==> config.mk <==
export PLATFORM = sky130hd
export DESIGN_NAME = rme_ctrl
export DESIGN_NICKNAME = d
export VERILOG_FILES = /design/src/rtl/core/rme_pkg.sv /design/src/rtl/core/rme_ctrl.sv
export SDC_FILE = /design/constraint.sdc
export NUM_CORES = 1
export LEC_CHECK = 0
export BUFFER_PORTS_ARGS = -buffer_cell sky130_fd_sc_hd__buf_2
export CORE_MARGIN = 5
export CORE_UTILIZATION = 44
export DETAILED_ROUTE_END_ITERATION = 10
export GPL_TIMING_DRIVEN = 1
export PLACE_DENSITY = 0.79
export SKIP_CTS_REPAIR_TIMING = 1
export SYNTH_ARGS = -nofsm -noshare
export SYNTH_HDL_FRONTEND = slang
export SYNTH_SLANG_ARGS = --single-unit
export TNS_END_PERCENT = 20
==> constraint.sdc <==
create_clock -name clk -period 2.2 [get_ports clk]
set_input_delay 0.33 -clock clk [delete_from_list [all_inputs] [get_ports clk]]
set_output_delay 0.33 -clock clk [all_outputs]
set_load 0.02 [all_outputs]
==> src/rtl/core/rme_pkg.sv <==
// ----------------------------------------------------------------------------
// rme_pkg
// Shared types and constants for the register machine execute block: opcodes,
// controller states and the command and status bundles between the
// controller and the datapath.
// ----------------------------------------------------------------------------
package rme_pkg;

    // Memory address width; the memory aliases when this is below 16.
    localparam int MEM_ADDR_BITS = 16;
    localparam int MEM_DEPTH     = 1 << MEM_ADDR_BITS;
    localparam int RF_DEPTH      = 16;

    localparam logic [3:0] NIB_MASK  = 4'hF;
    localparam logic [7:0] BYTE_MASK = 8'hFF;

    // Instruction opcodes.
    localparam logic [3:0] OP_HALT = 4'd0;
    localparam logic [3:0] OP_LDC  = 4'd1;
    localparam logic [3:0] OP_LD   = 4'd2;
    localparam logic [3:0] OP_ST   = 4'd3;
    localparam logic [3:0] OP_CP   = 4'd4;
    localparam logic [3:0] OP_ADD  = 4'd5;
    localparam logic [3:0] OP_SUB  = 4'd6;
    localparam logic [3:0] OP_MUL  = 4'd7;
    localparam logic [3:0] OP_DIV  = 4'd8;
    localparam logic [3:0] OP_NAND = 4'd9;
    localparam logic [3:0] OP_SHL  = 4'd10;
    localparam logic [3:0] OP_SHR  = 4'd11;
    localparam logic [3:0] OP_IN   = 4'd12;
    localparam logic [3:0] OP_OUT  = 4'd13;
    localparam logic [3:0] OP_READ = 4'd14;
    localparam logic [3:0] OP_WRITE = 4'd15;

    // Item commands.
    localparam logic CMD_LOAD = 1'b0;
    localparam logic CMD_STEP = 1'b1;

    typedef enum logic [4:0] {
        S_IDLE, S_START, S_F1, S_RX, S_LDC, S_F2, S_RY, S_EX,
        S_STZ, S_ST0, S_ST1, S_LD0, S_LD1, S_LD2, S_DIV, S_WB, S_RESP
    } state_t;

    typedef enum logic [2:0] {
        MO_NONE, MO_RD_PC, MO_RD_B, MO_RD_B1, MO_WR_LOAD, MO_WR_LO, MO_WR_HI
    } mem_op_t;

    typedef enum logic [1:0] {
        RA_XMEM, RA_YMEM, RA_Z
    } rf_raddr_t;

    typedef enum logic [1:0] {
        WI_XMEM, WI_X, WI_Y, WI_Z
    } rf_widx_t;

    typedef enum logic [2:0] {
        WD_IN, WD_LDC, WD_LD, WD_LDY, WD_STY, WD_RES
    } rf_wdata_t;

    // Commands from the controller to the datapath.
    typedef struct packed {
        logic      lat_in;
        mem_op_t   mem_op;
        logic      pc_inc;
        logic      rf_rd;
        rf_raddr_t rf_raddr;
        logic      rf_wr;
        rf_widx_t  rf_widx;
        rf_wdata_t rf_wdata;
        logic      lat_ir;
        logic      lat_a;
        logic      lat_j;
        logic      lat_b;
        logic      lat_c;
        logic      lat_lo;
        logic      lat_word;
        logic      alu_go;
        logic      div_go;
        logic      lat_div;
        logic      clr_out;
        logic      set_halt;
        logic      set_out;
    } ctrl_cmd_t;

    // Status from the datapath to the controller.
    typedef struct packed {
        logic       cmd;
        logic       halted;
        logic [3:0] fetch_op;
        logic [3:0] ir_op;
        logic       a_zero;
        logic       div_done;
    } dp_status_t;

endpackage

==> src/rtl/core/rme_ctrl.sv <==
// ----------------------------------------------------------------------------
// rme_ctrl
// Controller state machine: accepts an item, sequences fetch, operand reads,
// execution and write-back, and holds the result until it is taken.
// ----------------------------------------------------------------------------
module rme_ctrl
    import rme_pkg::*;
(
    input  logic       clk,
    input  logic       rst_n,
    input  logic       item_valid,
    output logic       item_stall,
    output logic       result_valid,
    input  logic       result_stall,
    input  dp_status_t status,
    output ctrl_cmd_t  cmd_out
);

    state_t state_reg, state_next;

    // State register.
    always_ff @(posedge clk or negedge rst_n)
    begin
        if (!rst_n)
        begin
            state_reg <= S_IDLE;
        end
        else
        begin
            state_reg <= state_next;
        end
    end

    // Next state.
    always_comb
    begin
        state_next = state_reg;
        unique case (state_reg)
            S_IDLE:
            begin
                if (item_valid)
                begin
                    state_next = S_START;
                end
            end
            S_START:
            begin
                if (status.cmd == CMD_LOAD || status.halted)
                begin
                    state_next = S_RESP;
                end
                else
                begin
                    state_next = S_F1;
                end
            end
            S_F1:
            begin
                priority if (status.fetch_op == OP_HALT || status.fetch_op == OP_OUT)
                begin
                    state_next = S_RX;
                end
                else if (status.fetch_op == OP_LDC)
                begin
                    state_next = S_LDC;
                end
                else if (status.fetch_op == OP_IN)
                begin
                    state_next = S_RESP;
                end
                else
                begin
                    state_next = S_F2;
                end
            end
            S_RX:  state_next = S_RESP;
            S_LDC: state_next = S_RESP;
            S_F2:  state_next = S_RY;
            S_RY:  state_next = S_EX;
            S_EX:
            begin
                priority if (status.ir_op == OP_LD)
                begin
                    state_next = S_LD0;
                end
                else if (status.ir_op == OP_ST)
                begin
                    state_next = S_STZ;
                end
                else if (status.ir_op == OP_DIV)
                begin
                    state_next = S_DIV;
                end
                else if (status.ir_op == OP_READ || status.ir_op == OP_WRITE)
                begin
                    state_next = S_RESP;
                end
                else
                begin
                    state_next = S_WB;
                end
            end
            S_STZ: state_next = S_ST0;
            S_ST0: state_next = S_ST1;
            S_ST1: state_next = S_RESP;
            S_LD0: state_next = S_LD1;
            S_LD1: state_next = S_LD2;
            S_LD2: state_next = S_RESP;
            S_DIV:
            begin
                if (status.div_done)
                begin
                    state_next = S_WB;
                end
            end
            S_WB:  state_next = S_RESP;
            S_RESP:
            begin
                if (!result_stall)
                begin
                    state_next = S_IDLE;
                end
            end
            default: state_next = S_IDLE;
        endcase
    end

    // Outputs and datapath commands.
    always_comb
    begin
        cmd_out      = '0;
        item_stall   = 1'b1;
        result_valid = 1'b0;
        unique case (state_reg)
            S_IDLE:
            begin
                item_stall     = 1'b0;
                cmd_out.lat_in = item_valid;
            end
            S_START:
            begin
                cmd_out.clr_out = 1'b1;
                if (status.cmd == CMD_LOAD)
                begin
                    cmd_out.mem_op = MO_WR_LOAD;
                end
                else if (!status.halted)
                begin
                    cmd_out.mem_op = MO_RD_PC;
                    cmd_out.pc_inc = 1'b1;
                end
            end
            S_F1:
            begin
                cmd_out.lat_ir   = 1'b1;
                cmd_out.rf_raddr = RA_XMEM;
                priority if (status.fetch_op == OP_HALT || status.fetch_op == OP_OUT)
                begin
                    cmd_out.rf_rd = 1'b1;
                end
                else if (status.fetch_op == OP_LDC)
                begin
                    cmd_out.mem_op = MO_RD_PC;
                    cmd_out.pc_inc = 1'b1;
                end
                else if (status.fetch_op == OP_IN)
                begin
                    cmd_out.rf_wr    = 1'b1;
                    cmd_out.rf_widx  = WI_XMEM;
                    cmd_out.rf_wdata = WD_IN;
                end
                else
                begin
                    cmd_out.mem_op = MO_RD_PC;
                    cmd_out.pc_inc = 1'b1;
                    cmd_out.rf_rd  = 1'b1;
                end
            end
            S_RX:
            begin
                if (status.ir_op == OP_HALT)
                begin
                    cmd_out.set_halt = 1'b1;
                end
                else
                begin
                    cmd_out.set_out = 1'b1;
                end
            end
            S_LDC:
            begin
                cmd_out.rf_wr    = 1'b1;
                cmd_out.rf_widx  = WI_X;
                cmd_out.rf_wdata = WD_LDC;
            end
            S_F2:
            begin
                cmd_out.lat_a    = 1'b1;
                cmd_out.lat_j    = 1'b1;
                cmd_out.rf_rd    = 1'b1;
                cmd_out.rf_raddr = RA_YMEM;
            end
            S_RY:
            begin
                cmd_out.lat_b = 1'b1;
            end
            S_EX:
            begin
                priority if (status.ir_op == OP_LD)
                begin
                    cmd_out.mem_op = MO_RD_B;
                end
                else if (status.ir_op == OP_ST)
                begin
                    cmd_out.rf_rd    = 1'b1;
                    cmd_out.rf_raddr = RA_Z;
                end
                else if (status.ir_op == OP_DIV)
                begin
                    cmd_out.div_go = 1'b1;
                end
                else if (status.ir_op == OP_READ || status.ir_op == OP_WRITE)
                begin
                    cmd_out.alu_go = 1'b0;
                end
                else
                begin
                    cmd_out.alu_go = 1'b1;
                end
            end
            S_STZ:
            begin
                cmd_out.lat_c = 1'b1;
            end
            S_ST0:
            begin
                cmd_out.mem_op = MO_WR_LO;
            end
            S_ST1:
            begin
                cmd_out.mem_op   = MO_WR_HI;
                cmd_out.rf_wr    = 1'b1;
                cmd_out.rf_widx  = WI_Y;
                cmd_out.rf_wdata = WD_STY;
            end
            S_LD0:
            begin
                cmd_out.lat_lo = 1'b1;
                cmd_out.mem_op = MO_RD_B1;
            end
            S_LD1:
            begin
                cmd_out.lat_word = 1'b1;
                cmd_out.rf_wr    = 1'b1;
                cmd_out.rf_widx  = WI_Z;
                cmd_out.rf_wdata = WD_LD;
            end
            S_LD2:
            begin
                cmd_out.rf_wr    = 1'b1;
                cmd_out.rf_widx  = WI_Y;
                cmd_out.rf_wdata = WD_LDY;
            end
            S_DIV:
            begin
                cmd_out.lat_div = status.div_done;
            end
            S_WB:
            begin
                cmd_out.rf_widx  = WI_Z;
                cmd_out.rf_wdata = WD_RES;
                cmd_out.rf_wr    = (status.ir_op != OP_CP) || status.a_zero;
            end
            S_RESP:
            begin
                result_valid = 1'b1;
            end
            default:
            begin
                item_stall = 1'b1;
            end
        endcase
    end

endmodule

==> impl_metrics.json, run 1 <==
{
  "run_status": "complete, no violations",
  "layout.nets": 183,
  "fmax_ghz": 0.468,
  "routed.top_layer": "met4",
  "antenna_found_initial": 0,
  "met3WireLength_um": 285,
  "crit_fanout": 7,
  "swShare": 0.555,
  "n_antenna_cell": 0,
  "period_share": 0.972,
  "hpwlAfterDp_um": 2180,
  "instances_no_fill": 191,
  "drc_errors": 0,
  "yosys.cell_types.count": 46,
  "worstSkewPairLatency_ps": 250,
  "clk_pin_slew_worst_paths_ps": 50,
  "drtIter0Drc": 70,
  "tns_ps": 0,
  "finalSetupViolations": 0,
  "die_w_um": 53.1,
  "comb_power_share": 0.775,
  "syn2layout_area_growth_pct": 40.0,
  "wl_met2_um": 1410,
  "placed_area_mm2": 0.00107,
  "slew-limit-headroom": 0.769,
  "period_needed_ps": 2140,
  "power_mw": 1.62,
  "yosysWarnings": 0,
  "postRouteAntennaNets": 0,
  "largest_register_ffs": 5,
  "syn_inst": 117,
  "dp.cells": 184,
  "final.setup.worst_slack_ps": 62.5,
  "power.density_mw_per_mm2": 1420,
  "start_util": 0.467,
  "endpoint_kind": "primary output",
  "hold_violations": 0,
  "startpoint_type": "register",
  "critPathArrivalTime_ps": 1810,
  "drive_above_1_share": 0.428,
  "ios": 45,
  "gp_congestion": 0.890,
  "yosysMostFrequentCell": "nor2_1",
  "cp_slowest_stage_delay_ps": 470,
  "cts-root-buf": "clkbuf_4",
  "synthTopCellsByCount": "nor2_1, nand2_1, nor3_1, o21ai_0",
  "h-tree-depth": 1,
  "pre_cts_slack_ps": 231,
  "fin_area_mm2": 0.00114,
  "cap_violations": 0,
  "synth_top_area_cell": "dfrtp_1",
  "synth_top_flop_cell": "dfrtp_1",
  "port_buffers": 44,
  "hp-class": "in -> reg",
  "grt_usage": 0.204,
  "synth-seq-cells": 5,
  "required_ps": 1870,
  "power.net_switching_mw": 0.901,
  "avgSynthCellArea_um2": 6.97,
  "cts_buffer_depth": 2,
  "async_flop_share": 1.00,
  "grt_pass1_wl_um": 4320,
  "core_mm2": 0.00175,
  "critPathKind": "reg -> out",
  "pwr-share-clk": 0.067,
  "grt_max_degree": 16,
  "die_area_mm2": 0.00282,
  "peakVddDrop_uv": 858,
  "crit_chain": "or3_4 -> or3_1 -> o31ai_2 -> a41o_1 -> buf_4",
  "syn-num-nets": 133,
  "route.vias.total": 1139,
  "wl_met1_um": 1130,
  "via_per_inst": 5.96,
  "cts_num_sinks": 5,
  "tightestPinTransition_ps": 344,
  "cts_tree": "done",
  "synth-edff-count": 0,
  "cellLeakagePower_nw": 0.554,
  "skew_ps": 6.76,
  "drt-wirelength-per-cell_um": 15.2,
  "p_seq_frac": 0.158,
  "yosysSeqAreaShare": 0.153,
  "grt-ovfl-total": 0,
  "die_height_um": 53.1,
  "internal_power_mw": 0.723,
  "drtPass1Iterations": 4,
  "routed_wl_um": 2910,
  "fp-row-count": 15,
  "netlist_area_um2": 816,
  "ys_top_cells_by_area": "dfrtp_1, nor2_1, nand2b_1",
  "cts_made_buffers": 3,
  "synth.top_cell.area_share": 0.153,
  "cp_slowest_cell": "dfrtp_2",
  "slew_violations": 0,
  "grt_pass1_vias": 1016
}
## cell families (layout without fill, tap and decap cells)
group / count (synthesis) / in the layout / synth area share
DFF: 5 / 5 / 0.153
AOI/OAI and AO/OA: 32 / 32 / 0.279
buffers and inverters: 16 / 65 / 0.0966
muxes: 2 / 2 / 0.0245
and+or+nand+nor: 60 / 60 / 0.425
xor gates and xnor gates: 2 / 2 / 0.0215
## layer usage
| layer | vias up | track usage |
|---|---|---|
| met5 | - | 0 |
| met4 | 0 | 0.0894 |
| met3 | 12 | 0.0338 |
| met2 | 74 | 0.341 |
| met1 | 512 | 0.254 |
| li1 | 541 | - |
## cells in the final DEF, fill, tap and decap left out, types with 2 or more instances in the layout
cell type and n:
a211oi_1 3, a21oi_1 5, a22oi_1 3, a311oi_1 2
and3_1 3, buf_2 43, buf_4 11, clkbuf_4 3
dfrtp_2 4, inv_1 6, mux2i_1 2, nand2_1 7
nand2b_1 5, nand3_1 5, nor2_1 11, nor2b_1 2
nor3_1 6, nor4_1 4, o21ai_0 7, or3_1 3
## power by group through the flow
| stage | registers [mW] | clock network, mW | logic, mW |
|---|---|---|---|
| after floorplan | 0.158 | 0 | 0.900 |
| after CTS | 0.248 | 0.108 | 1.17 |
| final | 0.256 | 0.109 | 1.26 |
| after detailed placement | 0.245 | 0 | 1.17 |
| after global placement | 0.241 | 0 | 1.15 |
| after global routing | 0.267 | 0.117 | 1.35 |
## metrics by stage
stage                     hold WS, ps  utilization
after global placement            143        0.614
after global routing              347        0.654
after floorplan                  34.4            -
final                             352        0.654
after CTS                        -113        0.629
after detailed placement          145        0.614
## critical path: cells and delay by family (launching register included)
family          cells  cell delay [ps]
flops               1              470
buf+inv             1              140
simple gates        2              760
compound gates      2              210
## cell type report
| type | instances | area (µm²) |
|---|---|---|
| Tap cell | 25 | 31.3 |
| Inverter | 6 | 22.5 |
| Multi-Input combinational cell | 96 | 624 |
| Clock buffer | 4 | 26.3 |
| Timing Repair Buffer | 55 | 308 |
| Fill cell | 151 | 603 |
| Sequential cell | 5 | 130 |
## final timing paths
| kind | startpoint | to | slack (ps) | depth (start not counted) |
|---|---|---|---|---|
| worst min-delay path | result_stall | state_reg[4] | 350 | 3 |
| max in group asynchronous | rst_n | state_reg[3] | 1620 | 2 |
| worst min register to register | state_reg[4] | state_reg[3] | 570 | 1 |
| worst max register to register | state_reg[3] | state_reg[2] | 530 | 6 |
| min in group asynchronous | rst_n | state_reg[1] | 430 | 2 |
| worst max-delay path | state_reg[4] | cmd_out[23] | 60 | 5 |
Power figures use the tool's default switching activity.
==> inputs of run 2 (changes only) <==
Settings changed: BUFFER_PORTS_ARGS -buffer_cell sky130_fd_sc_hd__buf_2 to -buffer_cell sky130_fd_sc_hd__buf_4.
==> run 2 against run 1 <==
Combinational power is 5% higher. Register-to-register slack hardly changed. Cell area is 9.4% higher. Core utilization is 6.2 points higher. Clock skew is 4.1 ps lower. Wire length is 1.1% higher. Power is 3.9% higher. Non-clock buffer count is 1 lower. Count of clock-buffer cells in the layout stayed put. Critical endpoint is now cmd_out[21].
==> impl_metrics.json, run 2 (synthesized netlist as in run 1, its figures left out) <==
{
  "run_status": "complete, no violations",
  "worstSkewPairLatency_ps": 250,
  "cts_num_sinks": 5,
  "power.net_switching_mw": 0.900,
  "routed_wl_um": 2940,
  "grt_max_degree": 18,
  "internal_power_mw": 0.788,
  "startpoint_type": "register",
  "slew-limit-headroom": 0.712,
  "cp_top_family": "simple AND/OR/NAND/NOR gates",
  "antenna_found_initial": 0,
  "crit_fanout": 6,
  "grt_pass1_vias": 1079,
  "drive_above_1_share": 0.418,
  "ios": 45,
  "layout.nets": 182,
  "syn2layout_area_growth_pct": 53.2,
  "path_buf_inv": 1,
  "rsz0062_at_grt": "no",
  "multi_input_area_um2": 631,
  "port_buffers": 44,
  "fmax_ghz": 0.464,
  "instances_no_fill": 190,
  "grt-ovfl-total": 0,
  "comb_power_share": 0.782,
  "cp_slowest_cell": "dfrtp_2",
  "die_w_um": 53.1,
  "dp.cells": 181,
  "grt_usage": 0.213,
  "cts_tree": "done",
  "hold_violations": 0,
  "cellLeakagePower_nw": 0.563,
  "pwr-share-clk": 0.065,
  "finalSetupViolations": 0,
  "route.vias.total": 1127,
  "period_share": 0.980,
  "power_mw": 1.69,
  "fill_cells": 145,
  "grt_pass1_wl_um": 4550,
  "critPathKind": "reg -> out",
  "drt-wirelength-per-cell_um": 15.5,
  "gp_congestion": 0.918,
  "swShare": 0.533,
  "cts_made_buffers": 3,
  "cap_violations": 0,
  "fin_area_mm2": 0.00125,
  "drc_errors": 0,
  "start_util": 0.467,
  "core_mm2": 0.00175,
  "via_per_inst": 5.93,
  "hpwlAfterDp_um": 2290,
  "power.density_mw_per_mm2": 1350,
  "n_antenna_cell": 0,
  "layout_common_cells": "buf_4, nor2_1, nand2_1, o21ai_0",
  "period_needed_ps": 2160,
  "endpoint_kind": "primary output",
  "postRouteAntennaNets": 0,
  "required_ps": 1870,
  "hp-class": "in -> reg",
  "cp_slowest_stage_delay_ps": 450,
  "slew_violations": 0,
  "critPathArrivalTime_ps": 1830,
  "register_area_um2": 130,
  "placed_area_mm2": 0.00116,
  "die_area_mm2": 0.00282,
  "skew_ps": 2.64,
  "largest_register_ffs": 5,
  "mostFrequentLayoutCell": "buf_4",
  "h-tree-depth": 1,
  "tightestPinTransition_ps": 432,
  "reg2reg_setup_slack_ps": 530,
  "cts_buffer_depth": 2,
  "p_seq_frac": 0.153,
  "clk_pin_slew_worst_paths_ps": 40,
  "drtPass1Iterations": 4,
  "fp-row-count": 15,
  "die_height_um": 53.1,
  "peakVddDrop_uv": 918,
  "drtIter0Drc": 27,
  "crit_chain": "or3_4 -> nor4_1 -> or3_1 -> buf_4",
  "cts-root-buf": "clkbuf_4"
}
-- run 2: cell types whose count changed in the layout (fill, tap and decap cells not counted), sizes merged --
cell,change
buf,-2
clkbuf,+1
-- run 2: worst min-delay path, stage by stage --
cell	delay [ps]
buf_4	80
a22oi_1	50
o211ai_1	100
-- run 2: path summary, 6_finish.rpt --
| path | depth (start not counted) | to | start |
|---|---|---|---|
| min | 3 | state_reg[4] | result_stall |
| max | 4 | cmd_out[21] | state_reg[3] |
| max in group asynchronous | 2 | state_reg[2] | rst_n |
| min reg2reg | 1 | state_reg[3] | state_reg[4] |
| min in group asynchronous | 2 | state_reg[4] | rst_n |
| max reg2reg | 4 | state_reg[0] | state_reg[3] |
-- run 2: final cells by class --
type	count	area share
Clock buffer	4	0.0210
Sequential cell	5	0.104
Timing Repair Buffer	54	0.327
Multi-Input combinational cell	96	0.505
Inverter	6	0.0180
Tap cell	25	0.0250
-- run 2: per-stage QoR --
stage	hold WS (ps)	TNS [ps]	setup slack [ps]	util
after floorplan	34.4	0	148	-
after global routing	393	0	34.4	0.716
after global placement	132	0	253	0.664
final	353	0	44.5	0.716
after detailed placement	134	0	223	0.664
after CTS	-129	-54.4	-54.4	0.679
-- run 2: metal layers --
| metal | wire length (µm) | vias up | track usage |
|---|---|---|---|
| li1 | - | 530 | - |
| met3 | 209 | 10 | 0.0282 |
| met1 | 1200 | 521 | 0.255 |
| met5 | 0 | - | 0 |
| met2 | 1440 | 66 | 0.370 |
| met4 | 89 | 0 | 0.0979 |
-- run 2: power groups by stage --
stage	clock network, mW	registers, mW	logic [mW]
after floorplan	0	0.158	0.900
after detailed placement	0	0.258	1.21
after CTS	0.112	0.258	1.22
after global routing	0.113	0.264	1.42
after global placement	0	0.253	1.20
final	0.110	0.258	1.32
==> inputs of run 3 (changes only) <==
Settings changed: CORE_UTILIZATION 44 to 40, PLACE_DENSITY 0.79 to 0.76.
Clock period 2.2 ns to 1.9 ns, I/O delays scaled along.
==> run 3 against run 2 <==
The flow now finishes with violations (negative setup slack). Core utilization is 1.6 points higher. Worst setup slack worse by 250 ps. Wire length is 11% higher. Worst hold slack worse by 28 ps. Power is 35% higher. Count of clock-buffer cells in the layout stayed put. Clock skew is 2.7 ps higher. Cell count is 8.4% higher. First-iteration DRC count is 70% higher. Largest cell class unchanged. Highest routed layer unchanged.
==> impl_metrics.json, run 3 (synthesized netlist as in run 1, its figures left out) <==
{
  "run_status": "finished, violations left",
  "violations": "negative setup slack",
  "skew_ps": 5.31,
  "mostFrequentLayoutCell": "buf_4",
  "worstSkewPairLatency_ps": 240,
  "core_mm2": 0.00196,
  "power_mw": 2.28,
  "internal_power_mw": 1.11,
  "cts_made_buffers": 3,
  "reg2reg_setup_slack_ps": 180,
  "n_antenna_cell": 0,
  "endpoint_kind": "primary output",
  "cts_tree": "done",
  "grt_max_degree": 15,
  "drtIter0Drc": 46,
  "cellLeakagePower_nw": 0.643,
  "r2r-end": "state_reg[2]",
  "h-tree-depth": 1,
  "instances_no_fill": 206,
  "swShare": 0.511,
  "cap_violations": 0,
  "period_needed_ps": 2100,
  "r2r-start": "state_reg[2]",
  "postRouteAntennaNets": 0,
  "worstSetupEndpoint": "cmd_out[23]",
  "layout_common_cells": "buf_4, nor2_1, buf_6",
  "comb_power_share": 0.826,
  "finalSetupViolations": 7,
  "power.net_switching_mw": 1.16,
  "tightestPinTransition_ps": 365,
  "critical_path.startpoint": "state_reg[3]",
  "final.setup.worst_slack_ps": -203,
  "peakVddDrop_uv": 901,
  "drt-wirelength-per-cell_um": 15.8,
  "ios": 45,
  "startpoint_type": "register",
  "critPathArrivalTime_ps": 1820,
  "antenna_found_initial": 0,
  "grt_pass1_wl_um": 4890,
  "clk_pin_slew_worst_paths_ps": 50,
  "port_buffers": 44,
  "slew-limit-headroom": 0.754,
  "pwr-share-clk": 0.055,
  "cts-root-buf": "clkbuf_4",
  "routed_wl_um": 3260,
  "required_ps": 1620,
  "placed_area_mm2": 0.00126,
  "gr-usage-met2": 0.386,
  "r2r_cells": 6,
  "grtUsageMet1": 0.284,
  "drc_errors": 0,
  "grt_pass1_vias": 1057,
  "grt-busiest-layer": "met2",
  "gr-usage-met3": 0.0349,
  "rsz0062_at_grt": "yes",
  "cts_num_sinks": 5,
  "die_area_mm2": 0.00304,
  "crit_fanout": 4,
  "slew_violations": 0,
  "start_util": 0.416,
  "fmax_ghz": 0.476,
  "layout.nets": 196,
  "period_share": 1.11,
  "hpwlAfterDp_um": 2540,
  "cts_buffer_depth": 2,
  "hold_violations": 0,
  "critPathKind": "reg -> out",
  "fin_util": 0.732,
  "die_height_um": 55.2,
  "grt-ovfl-total": 0,
  "hp-class": "in -> reg",
  "fp-row-count": 16,
  "drive_above_1_share": 0.525,
  "fin_area_mm2": 0.00144,
  "p_seq_frac": 0.118,
  "syn2layout_area_growth_pct": 76.1,
  "route.vias.total": 1165,
  "largest_register_ffs": 5,
  "gp_congestion": 0.876,
  "dp.cells": 194,
  "grt_usage": 0.220,
  "via_per_inst": 5.66,
  "drtPass1Iterations": 4,
  "power.density_mw_per_mm2": 1580,
  "die_w_um": 55.2
}
==> run 3: cell type report <==
class                      instances  area, µm²
inverter                           6       22.5
sequential                         5        129
multi-input combinational         96        678
timing repair buffer              68        547
fill                             173        526
clock buffer                       4       26.3
tap                               27       33.8
==> run 3: worst min-delay path by stage <==
stage	cells past startpoint	to	slack, ps	from
floorplan	0	state_reg[0]	-10	rst_n
global placement	1	state_reg[2]	90	rst_n
detailed placement	1	state_reg[0]	90	rst_n
CTS	1	state_reg[4]	-170	rst_n
global route	3	state_reg[4]	310	result_stall
finish	3	state_reg[4]	330	result_stall
==> run 3: per-layer routing <==
| layer | vias up | part of all wire |
|---|---|---|
| li1 | 565 | - |
| met4 | 0 | 0.0077 |
| met1 | 559 | 0.42 |
| met2 | 39 | 0.51 |
| met5 | - | 0 |
| met3 | 2 | 0.059 |
==> run 3: power groups by stage <==
stage	clock network, mW	logic [mW]	registers (mW)
6_report	0.126	1.88	0.269
3_3_place_gp	0	1.59	0.260
5_1_grt	0.141	2.01	0.272
3_5_place_dp	0	1.59	0.261
4_1_cts	0.129	1.59	0.262
2_1_floorplan	0	1.05	0.183
==> run 3: worst max-delay path, cell delays in order (launching register included) <==
cell	delay, ps
dfrtp_1	430
or3_4	430
or3_4	390
o31ai_4	70
a41o_1	140
buf_6	120
==> run 3: metrics by stage <==
step | setup TNS, ps | worst slack, ps | hold slack, ps
after floorplan | 0 | 6.90 | -10.6
after detailed placement | 0 | 43.9 | 88.3
after global placement | 0 | 55.7 | 86.9
after global routing | -1440 | -257 | 314
after CTS | -1300 | -236 | -173
final | -760 | -203 | 326
